$ cat config.mk
export PLATFORM = sky130hd
export DESIGN_NAME = indexed_list_engine
export DESIGN_NICKNAME = d
export VERILOG_FILES = /design/src/rtl/ile_pkg.sv /design/src/rtl/indexed_list_engine.sv
export VERILOG_INCLUDE_DIRS = /design/src /design/src/rtl
export SDC_FILE = /design/constraint.sdc
export NUM_CORES = 1
export LEC_CHECK = 0
export BUFFER_PORTS_ARGS = -buffer_cell sky130_fd_sc_hd__buf_2
export CAP_MARGIN = 20
export CORE_MARGIN = 5
export CORE_UTILIZATION = 29
export CTS_CLUSTER_DIAMETER = 100
export CTS_CLUSTER_SIZE = 20
export DETAILED_ROUTE_END_ITERATION = 10
export GPL_ROUTABILITY_DRIVEN = 0
export SLEW_MARGIN = 30
export SYNTH_ARGS = -nofsm -noshare
export SYNTH_HDL_FRONTEND = slang
export SYNTH_SLANG_ARGS = --single-unit
$ cat constraint.sdc
create_clock -name clk -period 10.89 [get_ports clk]
set_input_delay 0.5445 -clock clk [delete_from_list [all_inputs] [get_ports clk]]
set_output_delay 0.5445 -clock clk [all_outputs]
set_load 0.005 [all_outputs]
$ cat src/rtl/indexed_list_engine_defines.svh
// Assertion macros for the indexed list engine.
// Included by modules that carry concurrent checks; no other dependencies.
`ifndef INDEXED_LIST_ENGINE_DEFINES_SVH
`define INDEXED_LIST_ENGINE_DEFINES_SVH

`ifndef SYNTHESIS
`define ILE_ASSERT(lbl, clock, reset, prop, msg) \
  lbl: assert property (@(posedge clock) disable iff (reset) (prop)) else $error(msg);
`define ILE_ASSERT_NEXT(lbl, clock, reset, pre, post, msg) \
  lbl: assert property (@(posedge clock) disable iff (reset) (pre) |=> (post)) else $error(msg);
`else
`define ILE_ASSERT(lbl, clock, reset, prop, msg)
`define ILE_ASSERT_NEXT(lbl, clock, reset, pre, post, msg)
`endif

`endif

$ cat src/rtl/ile_pkg.sv
// Shared types for the indexed list engine: command codes, status codes
// and sequencer states. No dependencies.
package ile_pkg;

  typedef enum logic [2:0] {
    CMD_CLEAR  = 3'd0,
    CMD_INSERT = 3'd1,
    CMD_REMOVE = 3'd2,
    CMD_READ   = 3'd3,
    CMD_WRITE  = 3'd4,
    CMD_FIND   = 3'd5
  } cmd_t;

  typedef enum logic [1:0] {
    STAT_OK    = 2'd0,
    STAT_RANGE = 2'd1,
    STAT_FULL  = 2'd2
  } status_t;

  typedef enum logic [2:0] {
    S_IDLE,
    S_SHIFT_UP,
    S_PUT,
    S_SHIFT_DN,
    S_ACCESS,
    S_FIND,
    S_DONE
  } state_t;

endpackage

$ cat src/rtl/indexed_list_engine.sv
// Indexed list engine: ordered word list in one RAM, walked by a small sequencer.
// Depends on ile_pkg and indexed_list_engine_defines.svh.
// Clear, spare codes and failing commands go straight to S_DONE; read and write do
// one RAM access; insert shifts up from the end, then puts; remove shifts down;
// find scans to a hit or the end. One transaction at a time; in_stall drops as
// out_valid rises. Reset empties the list; RAM contents are left as they are.
`include "indexed_list_engine_defines.svh"

module indexed_list_engine
  import ile_pkg::*;
#(
  parameter int CAPACITY  = 16,
  parameter int WORD_BITS = 32
) (
  input  logic        clk,
  input  logic        rst,
  input  logic        in_valid,
  output logic        in_stall,
  input  logic [2:0]  cmd,
  input  logic [4:0]  position,
  input  logic [31:0] word_in,
  output logic        out_valid,
  input  logic        out_stall,
  output logic [31:0] word_out,
  output logic [3:0]  hit_position,
  output logic        hit,
  output logic [1:0]  status,
  output logic [4:0]  entry_count
);

  localparam int AW = $clog2(CAPACITY);
  localparam int CW = $clog2(CAPACITY + 1);
  localparam int XW = (CW > 5) ? CW : 5;

  state_t               state, state_next;
  cmd_t                 cmd_q;
  logic [CW-1:0]        pos_q;
  logic [WORD_BITS-1:0] word_q;
  logic [CW-1:0]        cur;
  logic                 pend;
  logic                 grab;
  logic [AW-1:0]        pend_addr;
  logic [WORD_BITS-1:0] res_word;
  logic                 res_hit;
  logic [AW-1:0]        res_hpos;
  status_t              res_status;
  logic [CW-1:0]        fill;

  logic [WORD_BITS-1:0] mem [CAPACITY];
  logic [WORD_BITS-1:0] rdata;
  logic                 mem_we;
  logic [AW-1:0]        mem_waddr;
  logic [WORD_BITS-1:0] mem_wdata;
  logic [AW-1:0]        rd_addr;

  logic [XW-1:0]        pos_x;
  logic [XW-1:0]        fill_x;
  logic [AW-1:0]        pos_a;
  logic [AW-1:0]        cur_m1;
  logic [63:0]          win64;
  logic [63:0]          res_word64;
  logic [63:0]          fill64;
  logic [63:0]          hpos64;
  logic                 accept;
  logic                 match;
  logic                 out_free;

  assign pos_x      = XW'(position);
  assign fill_x     = XW'(fill);
  assign pos_a      = pos_x[AW-1:0];
  assign cur_m1     = cur[AW-1:0] - AW'(1);
  assign win64      = 64'(word_in);
  assign res_word64 = 64'(res_word);
  assign fill64     = 64'(fill);
  assign hpos64     = 64'(res_hpos);
  assign in_stall   = (state != S_IDLE);
  assign accept     = in_valid && !in_stall;
  assign match      = pend && (rdata == word_q);
  assign out_free   = !out_valid || !out_stall;

  always_ff @(posedge clk) begin
    if (mem_we) begin
      mem[mem_waddr] <= mem_wdata;
    end
    rdata <= mem[rd_addr];
  end

  always_ff @(posedge clk) begin
    if (rst) begin
      state <= S_IDLE;
    end else begin
      state <= state_next;
    end
  end

  always_comb begin
    state_next = state;
    mem_we     = 1'b0;
    mem_waddr  = pend_addr;
    mem_wdata  = rdata;
    rd_addr    = cur[AW-1:0];
    unique case (state)
      S_IDLE: begin
        rd_addr = pos_a;
        if (in_valid) begin
          unique case (cmd_t'(cmd))
            CMD_INSERT: begin
              if (pos_x > fill_x || fill == CW'(CAPACITY)) begin
                state_next = S_DONE;
              end else begin
                state_next = S_SHIFT_UP;
              end
            end
            CMD_REMOVE: begin
              state_next = (pos_x >= fill_x) ? S_DONE : S_SHIFT_DN;
            end
            CMD_READ, CMD_WRITE: begin
              state_next = (pos_x >= fill_x) ? S_DONE : S_ACCESS;
            end
            CMD_FIND: begin
              state_next = S_FIND;
            end
            default: begin
              state_next = S_DONE;
            end
          endcase
        end
      end
      S_SHIFT_UP: begin
        mem_we  = pend;
        rd_addr = cur_m1;
        if (!(cur > pos_q)) begin
          state_next = S_PUT;
        end
      end
      S_PUT: begin
        mem_we     = 1'b1;
        mem_waddr  = pos_q[AW-1:0];
        mem_wdata  = word_q;
        state_next = S_DONE;
      end
      S_SHIFT_DN: begin
        mem_we = pend && !grab;
        if (cur >= fill) begin
          state_next = S_DONE;
        end
      end
      S_ACCESS: begin
        mem_we     = (cmd_q == CMD_WRITE);
        mem_waddr  = pos_q[AW-1:0];
        mem_wdata  = word_q;
        state_next = S_DONE;
      end
      S_FIND: begin
        if (match || cur >= fill) begin
          state_next = S_DONE;
        end
      end
      S_DONE: begin
        if (out_free) begin
          state_next = S_IDLE;
        end
      end
      default: begin
        state_next = S_IDLE;
      end
    endcase
  end

  always_ff @(posedge clk) begin
    if (rst) begin
      fill      <= '0;
      pend      <= 1'b0;
      grab      <= 1'b0;
      out_valid <= 1'b0;
    end else begin
      if (out_valid && !out_stall && state != S_DONE) begin
        out_valid <= 1'b0;
      end
      unique case (state)
        S_IDLE: begin
          if (accept) begin
            cmd_q      <= cmd_t'(cmd);
            pos_q      <= pos_x[CW-1:0];
            word_q     <= win64[WORD_BITS-1:0];
            res_word   <= '0;
            res_hit    <= 1'b0;
            res_hpos   <= '0;
            res_status <= STAT_OK;
            pend       <= 1'b0;
            grab       <= 1'b0;
            unique case (cmd_t'(cmd))
              CMD_CLEAR: begin
                fill <= '0;
              end
              CMD_INSERT: begin
                if (pos_x > fill_x) begin
                  res_status <= STAT_RANGE;
                end else if (fill == CW'(CAPACITY)) begin
                  res_status <= STAT_FULL;
                end else begin
                  cur <= fill;
                end
              end
              CMD_REMOVE: begin
                if (pos_x >= fill_x) begin
                  res_status <= STAT_RANGE;
                end else begin
                  cur       <= pos_x[CW-1:0] + CW'(1);
                  pend      <= 1'b1;
                  grab      <= 1'b1;
                  pend_addr <= pos_a;
                end
              end
              CMD_READ, CMD_WRITE: begin
                if (pos_x >= fill_x) begin
                  res_status <= STAT_RANGE;
                end
              end
              CMD_FIND: begin
                cur <= '0;
              end
              default: begin
              end
            endcase
          end
        end
        S_SHIFT_UP: begin
          if (cur > pos_q) begin
            pend      <= 1'b1;
            pend_addr <= cur[AW-1:0];
            cur       <= cur - CW'(1);
          end else begin
            pend <= 1'b0;
          end
        end
        S_PUT: begin
          fill <= fill + CW'(1);
        end
        S_SHIFT_DN: begin
          grab <= 1'b0;
          if (grab) begin
            res_word <= rdata;
          end
          if (cur < fill) begin
            pend      <= 1'b1;
            pend_addr <= cur_m1;
            cur       <= cur + CW'(1);
          end else begin
            pend <= 1'b0;
            fill <= fill - CW'(1);
          end
        end
        S_ACCESS: begin
          res_word <= rdata;
        end
        S_FIND: begin
          if (match) begin
            res_hit  <= 1'b1;
            res_hpos <= pend_addr;
          end
          if (cur < fill) begin
            pend      <= 1'b1;
            pend_addr <= cur[AW-1:0];
            cur       <= cur + CW'(1);
          end else begin
            pend <= 1'b0;
          end
        end
        S_DONE: begin
          pend <= 1'b0;
          if (out_free) begin
            out_valid    <= 1'b1;
            word_out     <= res_word64[31:0];
            hit_position <= hpos64[3:0];
            hit          <= res_hit;
            status       <= res_status;
            entry_count  <= fill64[4:0];
          end
        end
        default: begin
        end
      endcase
    end
  end

  `ILE_ASSERT(a_fill_bound, clk, rst, fill <= CW'(CAPACITY), "fill count above capacity")
  `ILE_ASSERT_NEXT(a_put_grows, clk, rst, state == S_PUT, fill == $past(fill) + CW'(1), "insert did not grow list")
  `ILE_ASSERT(a_we_states, clk, rst, !mem_we || (state != S_IDLE && state != S_DONE && state != S_FIND), "RAM write outside a write state")
  `ILE_ASSERT(a_shift_addr, clk, rst, !(mem_we && state == S_SHIFT_UP) || CW'(mem_waddr) <= fill, "shift writes past the list end")
  `ILE_ASSERT(a_hit_find, clk, rst, !(state == S_DONE && res_hit) || cmd_q == CMD_FIND, "hit set outside find")

endmodule

==> summary.md, run 1 <==
| Metric | Value |
|---|---|
| Asr flop ratio synth | 0% |
| Pleak | 10.1 nW |
| DR DRC count | 0 |
| Primary FF master, synth | edfxtp_1 |
| Mapped Area | 28,800 µm² |
| CTS resizes | 0 |
| Die width | 325 µm |
| Clk buf depth | 3 |
| Worst Skew | 0.0270 ns |
| Worst R2R End | rdata[16]$_DFF_P_ |
| Crit Path Category | reg -> reg |
| Syn_nets | 1,998 |
| R2r startpoint | state[2]$_SDFFE_PP0P_ |
| Synth Warn # | 0 |
| Fin util | 32.5% |
| Reg clk slew, reported paths | 0.09 ns |
| Number of vias per cell | 5.29 |
| Status | complete, no violations |
| Total CTS buffers | 40 |
| Max_slew headroom | 36.6% |
| Fraction of layout instances using a drive strength above 1 | 15.5% |
| Hold depth | 1 |
| Reg2reg path depth | 11 |
| Pin count of the biggest net entering global routing | 151 |
| Final hold violations | 0 |
| Post-synthesis mux area share | 7.49% |
| Cell breakdown of the critical path | inv_1 -> ha_4 -> nor3b_4 -> buf_4 -> o211ai_1 -> and2_4 -> buf_12 -> buf_16 -> mux4_2 -> a21oi_1 -> a22oi_1 |
| Most common cell after layout, fill and taps aside | edfxtp_1 |
| Complex-gate fraction of the synthesized area | 9.48% |
| Number of synthesized register bits | 687 |
| Hold_ws | 0.122 ns |
| Pre-Repair DR Iteration Count | 5 |
| Register area share after synthesis | 70.2% |
| Period utilization | 43.0% |
| Number of synthesized flops with an enable pin | 644 |
| Synth Area in Adders | 1.27% |
| Die Y | 325 µm |
| Area grow syn2layout | 11.3% |
| Core Box Area | 98,400 µm² |
| Fillers | 9,555 |
| Worst Hold Class | in -> reg |
| Mean Syn Cell Area | 14.9 µm² |
| Cell count after synthesis | 1,926 |
| Post-synthesis cell type count | 54 |
| Pre-CTS setup slack | 6.24 ns |
| Initial antenna violation count | 7 |
| Commonest non-fill, non-tap cells in the layout | edfxtp_1, nand2_1, nor2_1, buf_2, nand3_1 |
| Antenna-violating nets left | 0 |
| First-pass GRT wire length | 110,000 µm |
| Crit path buf inv count | 4 |
| Crit path max fanout | 88 |
| Critical Path AT | 5.10 ns |
| Pwr Density | 274 nW/µm² |
| Crit-path max cell delay | 0.87 ns |
| Die Area | 106,000 µm² |
| Simple-gate share of the synthesized area | 7.82% |
| Worst-skew pair later-pin latency | 0.60 ns |
| Num ports | 90 |
| Port buffer count | 89 |
| R2R Setup Slk | 6.21 ns |
| VDD IR-drop max | 0.000167 V |
| DR iter-0 viols | 1,552 |
| Clk sinks | 687 |
| Largest family of logic cells by synthesized area | compound AO/OA/AOI/OAI gates |
| Fin crit period | 4.68 ns |
| Setup TNS | 0 ns |
| Slowest CP cell | dfxtp_1 |
| Hold Buf Count CTS | 0 |
| Initial core utilization | 29.2% |
| Layout Nets | 2,039 |
| # setup viols final | 0 |
| Startpoint Class | flop |
| H-tree levels | 2 |
| CP required | 11.31 ns |
| Worst-Margin Slew | 0.951 ns |
| Detail Placement HPWL | 42,000 µm |
| Vias in the first global route | 17,430 |
| Worst setup margin | 6.21 ns |
| Hold endpoint | word_q[23]$_DFFE_PP_ |
| Area occupied by multi-input gates | 8130 µm² |
| Pins Over Slew Limit | 0 |
| Hold path startpoint | word_in[23] |
| Max Cap Viol | 0 |
| RSZ-0062 raised after global routing | false |
| Post CTS Setup Buffer Count | 0 |
| Flip-flop and latch area | 20,200 µm² |
| Synth Area in XOR/XNOR | 1.31% |
| Crit path capture type | flop |
| Tot GR Track Use | 13.5% |
| Routed vias | 17,415 |
| Final wirelength | 74,400 µm |
| Root buf cell | clkbuf_16 |
| Top Family by Delay on Critical Path | buffers and inverters |
| GRT Residual Overflow | 0 |
| CTS tree | built |
| Maximum clock frequency | 213 MHz |
| DR WL/cell | 22.6 µm |
| Core Rows | 115 |
-- final cells by class --
type	count	share of cell area, %
Antenna cell	3	0.0235
Clock buffer	70	3.55
Clock inverter	4	0.176
Inverter	20	0.235
Multi-Input combinational cell	1089	25.4
Sequential cell	687	63.1
Tap cell	1287	5.03
Timing Repair Buffer	129	2.43
-- flip-flops by register name, indices dropped and copies added, names as in the netlist, 3 cells and up --
signal / flops
mem: 512
word_out: 32
cur: 5
fill: 5
res_word: 32
pos_q: 5
word_q: 32
pend_addr: 4
hit_position: 4
entry_count: 5
cmd_q: 3
rdata: 32
state: 3
res_hpos: 4
-- stage by stage --
stage                     std cells  power, mW  cell area (µm²)
after floorplan                1926       6.19            28800
after CTS                      3285       8.80            31900
after global placement         3211       7.10            30700
after global routing           3286       9.21            32000
after detailed placement       3211       7.23            30700
final                          3289       8.76            32000
-- worst max-delay path by stage --
stage	start	cells past startpoint	slack [ns]	to
after floorplan	state[1]$_SDFFE_PP0P_	4	2.28	entry_count[0]$_DFFE_PP_
after global placement	state[2]$_SDFFE_PP0P_	11	6.20	rdata[30]$_DFF_P_
after detailed placement	state[2]$_SDFFE_PP0P_	11	6.24	rdata[30]$_DFF_P_
after CTS	state[2]$_SDFFE_PP0P_	11	6.22	rdata[30]$_DFF_P_
after global routing	state[2]$_SDFFE_PP0P_	11	5.90	rdata[8]$_DFF_P_
final	state[2]$_SDFFE_PP0P_	11	6.21	rdata[16]$_DFF_P_
-- Yosys cell counts (2+ instances only) --
| master | instances | area, µm² |
|---|---|---|
| a21o_1 | 7 | 52.6 |
| a311oi_1 | 2 | 17.5 |
| and3_1 | 7 | 43.8 |
| edfxtp_1 | 644 | 19300 |
| inv_1 | 20 | 75.1 |
| buf_4 | 9 | 67.6 |
| or3_1 | 3 | 18.8 |
| a211oi_1 | 34 | 255 |
| buf_2 | 18 | 90.1 |
| nand4_1 | 8 | 50.1 |
| ha_1 | 26 | 325 |
| a21oi_1 | 72 | 360 |
| clkbuf_1 | 84 | 315 |
| mux4_2 | 64 | 1440 |
| xnor2_1 | 26 | 228 |
| a221oi_1 | 66 | 578 |
| and2_1 | 7 | 43.8 |
| fa_1 | 2 | 40.0 |
| buf_1 | 10 | 37.5 |
| xor2_1 | 17 | 149 |
| nand3_1 | 74 | 370 |
| nor2_1 | 113 | 424 |
| a22oi_1 | 34 | 255 |
| nor3_1 | 12 | 60.1 |
| or4_1 | 2 | 15.0 |
| a2111oi_0 | 2 | 17.5 |
| nand2_1 | 210 | 788 |
| nor4_1 | 5 | 31.3 |
| o22ai_1 | 6 | 37.5 |
| o2111ai_1 | 31 | 272 |
| mux2i_1 | 34 | 340 |
| a31oi_1 | 38 | 238 |
| nand3b_1 | 4 | 30.0 |
| nand2b_1 | 9 | 56.3 |
| mux2_2 | 33 | 372 |
| a41oi_1 | 32 | 280 |
| o21a_1 | 3 | 22.5 |
| o211ai_1 | 4 | 30.0 |
| nor2b_1 | 37 | 231 |
| buf_6 | 9 | 101 |
| o21ai_0 | 48 | 240 |
| dfxtp_1 | 43 | 861 |
| nor3b_1 | 6 | 45.0 |
-- power breakdown --
group	total [mW]	switching, mW	internal (mW)
Combinational	3.37	2.26	1.11
Sequential	3.81	0.147	3.66
Clock	1.58	0.841	0.741
Total	8.76	3.24	5.52
-- layer usage --
metal	GRT usage (%)	wire length, µm	part of all wire [%]	vias to the layer above
met1	17.7	30800	41	8977
met3	2.48	4970	6.7	122
met4	4.15	2140	2.9	4
met2	23.0	36400	49	675
li1	-	-	-	7637
met5	0	27	0.036	-
-- logic make-up after synthesis --
logic type | count (synthesis)
AO/OA/AOI/OAI | 387
adder cells (fa/ha/maj) | 28
buffers and inverters | 150
multiplexers | 131
AND/OR/NAND/NOR | 500
flip-flops | 687
XOR/XNOR | 43
-- worst register-to-register path, delay by kind of cell, from the launching register on --
kind            cells  cell delay, ns
fa+ha+maj           1            0.41
compound gates      3            0.49
simple gates        2            0.54
flops               1            0.87
mux                 1            0.68
buf+inv             4            1.52
(Power assumes the default switching activity.)
==> inputs of run 2 (changes only) <==
ABC_AREA = 1   (was default)
clock period = 4.4 ns   (was 10.89 ns; I/O delays follow)
==> summary.md, run 2 <==
| Metric | Value |
|---|---|
| VDD IR-drop max | 0.000605 V (+260%) |
| Primary FF master, synth | edfxtp_1 |
| Mapped Area | 29,300 µm² (+1.9%) |
| Port buffer count | 89 (unchanged) |
| Pre-Repair DR Iteration Count | 6 (+1) |
| Total CTS buffers | 40 (unchanged) |
| Post CTS Setup Buffer Count | 0 (unchanged) |
| Asr flop ratio synth | 0% (unchanged) |
| R2R Setup Slk | 0.96 ns (-5.24 ns) |
| Mean Syn Cell Area | 11.1 µm² (-25%) |
| Commonest non-fill, non-tap cells in the layout | nand2_1, edfxtp_1, nand3_1, inv_1, nand3b_1 |
| Count leader, synth | nand2_1 |
| Worst setup margin | 0.965 ns (-5.24 ns) |
| Antenna-violating nets left | 0 (unchanged) |
| CTS resizes | 0 (unchanged) |
| Post-synthesis mux area share | 0% (-7.5 points) |
| Die Area | 108,000 µm² (+1.9%) |
| Fin cells | 4,119 (+25%) |
| Startpoint Class | flop |
| Power, Total | 24.4 mW (+180%) |
| CTS tree | built |
| Pwr Density | 730 nW/µm² (+170%) |
| Initial antenna violation count | 2 (-5) |
| Fillers | 9,956 (+4.2%) |
| Synth Warn # | 0 (unchanged) |
| Hold endpoint | grab$_SDFFE_PP0P_ |
| Pleak | 12.6 nW (+25%) |
| Setup TNS | 0 ns (unchanged) |
| Worst R2R End | mem[5][3]$_DFFE_PP_ |
| Max_slew headroom | 34.8% (-1.8 points) |
| # setup viols final | 0 (unchanged) |
| Reg clk slew, reported paths | 0.09 ns (about the same) |
| Worst Skew | 0.0276 ns (+0.000614 ns) |
| Switching fraction of total power | 42.3% (+5.3 points) |
| Post-synthesis cell type count | 40 (-26%) |
| Die width | 328 µm (+0.94%) |
| Number of flip-flops in the largest register | 512 (unchanged) |
| R2r startpoint | state[1]$_SDFFE_PP0P_ |
| Core Box Area | 100,000 µm² (+1.9%) |
| Final wirelength | 75,900 µm (+2.1%) |
| Largest family of logic cells by synthesized area | simple AND/OR/NAND/NOR gates |
| Pre-CTS setup slack | 0.987 ns (-5.25 ns) |
| Hold Buf Count CTS | 43 (+43) |
| Critical Path AT | 3.72 ns (-1.38 ns) |
| Simple-gate share of the synthesized area | 21.9% (+14 points) |
| Root buf cell | clkbuf_16 |
| Synth Area in XOR/XNOR | 0.926% (-0.38 points) |
| Post-synth top area share | 66.0% (-1.3 points) |
| Placed Cells | 4,002 (+25%) |
| Int Pwr | 14.1 mW (+160%) |
| Largest register by flop count | mem |
| Num ports | 90 (unchanged) |
| Vias in the first global route | 18,773 (+7.7%) |
| Area grow syn2layout | 14.0% |
| Final Instance Area | 33,400 µm² (+4.4%) |
| Synth Area in Adders | 1.25% (-0.024 points) |
| Crit Path Category | reg -> reg |
| Hold path startpoint | in_valid |
| GRT Residual Overflow | 0 (unchanged) |
| Clk buf depth | 3 (unchanged) |
| Crit path max fanout | 30 (-66%) |
| Comb pwr share | 44.6% (+6.1 points) |
| Area after DPL | 31,800 µm² (+3.4%) |
| Period utilization | 78.1% (+35 points) |
| Cell count after synthesis | 2,631 (+37%) |
| Clock network power share | 15.7% (-2.4 points) |
| Final hold violations | 0 (unchanged) |
| Cell type with the largest total area after synthesis | edfxtp_1 |
| Fin util | 33.3% (+0.81 points) |
| Number of synthesized register bits | 687 (unchanged) |
| Number of vias per cell | 4.69 (-11%) |
| Crit path capture type | flop |
| Tot GR Track Use | 13.7% (+0.14 points) |
| Complex-gate fraction of the synthesized area | 1.96% (-7.5 points) |
| Most common cell after layout, fill and taps aside | nand2_1 |
| Critical Path Source | state[1]$_SDFFE_PP0P_ |
| Sequential power share | 39.7% (-3.8 points) |
| Number of synthesized flops with an enable pin | 644 (unchanged) |
| Syn_nets | 2,703 (+35%) |
| Synth area leaders | edfxtp_1, nand2_1, nand3_1, nand3b_1, dfxtp_1 |
| Hold_ws | 0.152 ns (+0.0304 ns) |
| Clk sinks | 687 (unchanged) |
| H-tree levels | 2 (unchanged) |
| Maximum clock frequency | 291 MHz (+36%) |
| DR WL/cell | 18.4 µm (-18%) |
| Fin crit period | 3.44 ns (-1.25 ns) |
| RSZ-0062 raised after global routing | false |
| Routed vias | 19,319 (+11%) |
| Worst-Margin Slew | 0.976 ns (+0.0249 ns) |
| Max Cap Viol | 0 (unchanged) |
| Worst-skew pair later-pin latency | 0.59 ns (about the same) |
| DR DRC count | 0 (unchanged) |
| Pin count of the biggest net entering global routing | 202 (+34%) |
| CP required | 4.68 ns (-6.63 ns) |
| Register area share after synthesis | 68.9% (-1.3 points) |
| Top post-synthesis cells by count | nand2_1, edfxtp_1, nand3_1, inv_1, nand3b_1 |
| Die Y | 328 µm (+0.94%) |
| Pins Over Slew Limit | 0 (unchanged) |
| Reg2reg path depth | 7 (-4) |
| Initial core utilization | 29.2% (about the same) |
| Worst Hold Class | in -> reg |
| Fraction of layout instances using a drive strength above 1 | 8.95% (-6.5 points) |
| DR iter-0 viols | 1,709 (+10%) |
| Sw Pwr | 10.3 mW (+220%) |
| First-pass GRT wire length | 115,000 µm (+3.9%) |
| Core Rows | 116 (+0.87%) |
| Layout Nets | 2,803 (+37%) |
| Hold depth | 4 (+3) |
| Detail Placement HPWL | 44,000 µm (+5.0%) |
| Status | complete, no violations |
## run 2: cell count changes in the layout (fill, tap and decap cells not counted), sizes merged, moves of 32 or more
cell / previous run / this run
nand2: 210 / 705
nand3: 74 / 466
inv: 23 / 228
nand3b: 4 / 129
a221oi: 66 / 0
mux4: 64 / 0
a21oi: 72 / 21
dlygate4sd3: 0 / 43
nor2b: 37 / 0
mux2i: 34 / 0
mux2: 33 / 0
a22oi: 34 / 2
a31oi: 38 / 6
a41oi: 32 / 0
## run 2: worst max-delay path by stage
| stage | endpoint | slack [ns] | cells after the start |
|---|---|---|---|
| detailed placement | mem[4][24]$_DFFE_PP_ | 0.99 | 7 |
| finish | mem[5][3]$_DFFE_PP_ | 0.96 | 7 |
| global route | mem[5][3]$_DFFE_PP_ | 0.73 | 7 |
| CTS | mem[4][31]$_DFFE_PP_ | 0.96 | 7 |
| global placement | mem[6][20]$_DFFE_PP_ | 1.07 | 9 |
| floorplan | cmd_q[0]$_DFFE_PP_ | 1.26 | 5 |
## run 2: power by group through the flow
stage	clock [mW]	combinational (mW)	sequential, mW
after global routing	4.18	12.0	9.75
final	3.83	10.9	9.69
after floorplan	0	6.96	9.75
after detailed placement	0	10.9	9.84
after global placement	0	10.7	9.84
after CTS	3.93	10.9	9.70
## run 2: area by class of cell
cell class,count,area (µm²),share of cell area [%]
timing repair buffer,200,1620,4.85
antenna,2,5.00,0.0150
clock inverter,1,16.3,0.0487
inverter,230,866,2.59
sequential,687,20200,60.5
multi-input combinational,1572,7870,23.6
tap,1357,1700,5.08
clock buffer,70,1130,3.40
## run 2: routing by layer
layer	vias up	track usage (%)	share of wire, %
li1	9210	-	-
met1	9516	18.1	43
met2	497	24.1	50
met3	96	1.56	4.7
met4	0	3.21	2.1
met5	-	0	0
## run 2: critical path: stages (launching register included)
cell	delay, ns
dfxtp_1	0.52
nor2_2	0.09
nand2_1	0.14
nand2_2	0.39
o21ai_0	0.54
nand3_1	0.42
nor2_4	0.68
buf_4	0.33
## run 2: kinds of logic (layout without fill, tap and decap cells)
kind of cell,after synthesis,after routing
other,0,2
AO/OA/AOI/OAI,100,100
adder cells (fa/ha/maj),28,28
buffers and inverters,372,501
flip-flops,687,687
AND/OR/NAND/NOR,1413,1413
XOR/XNOR,31,31
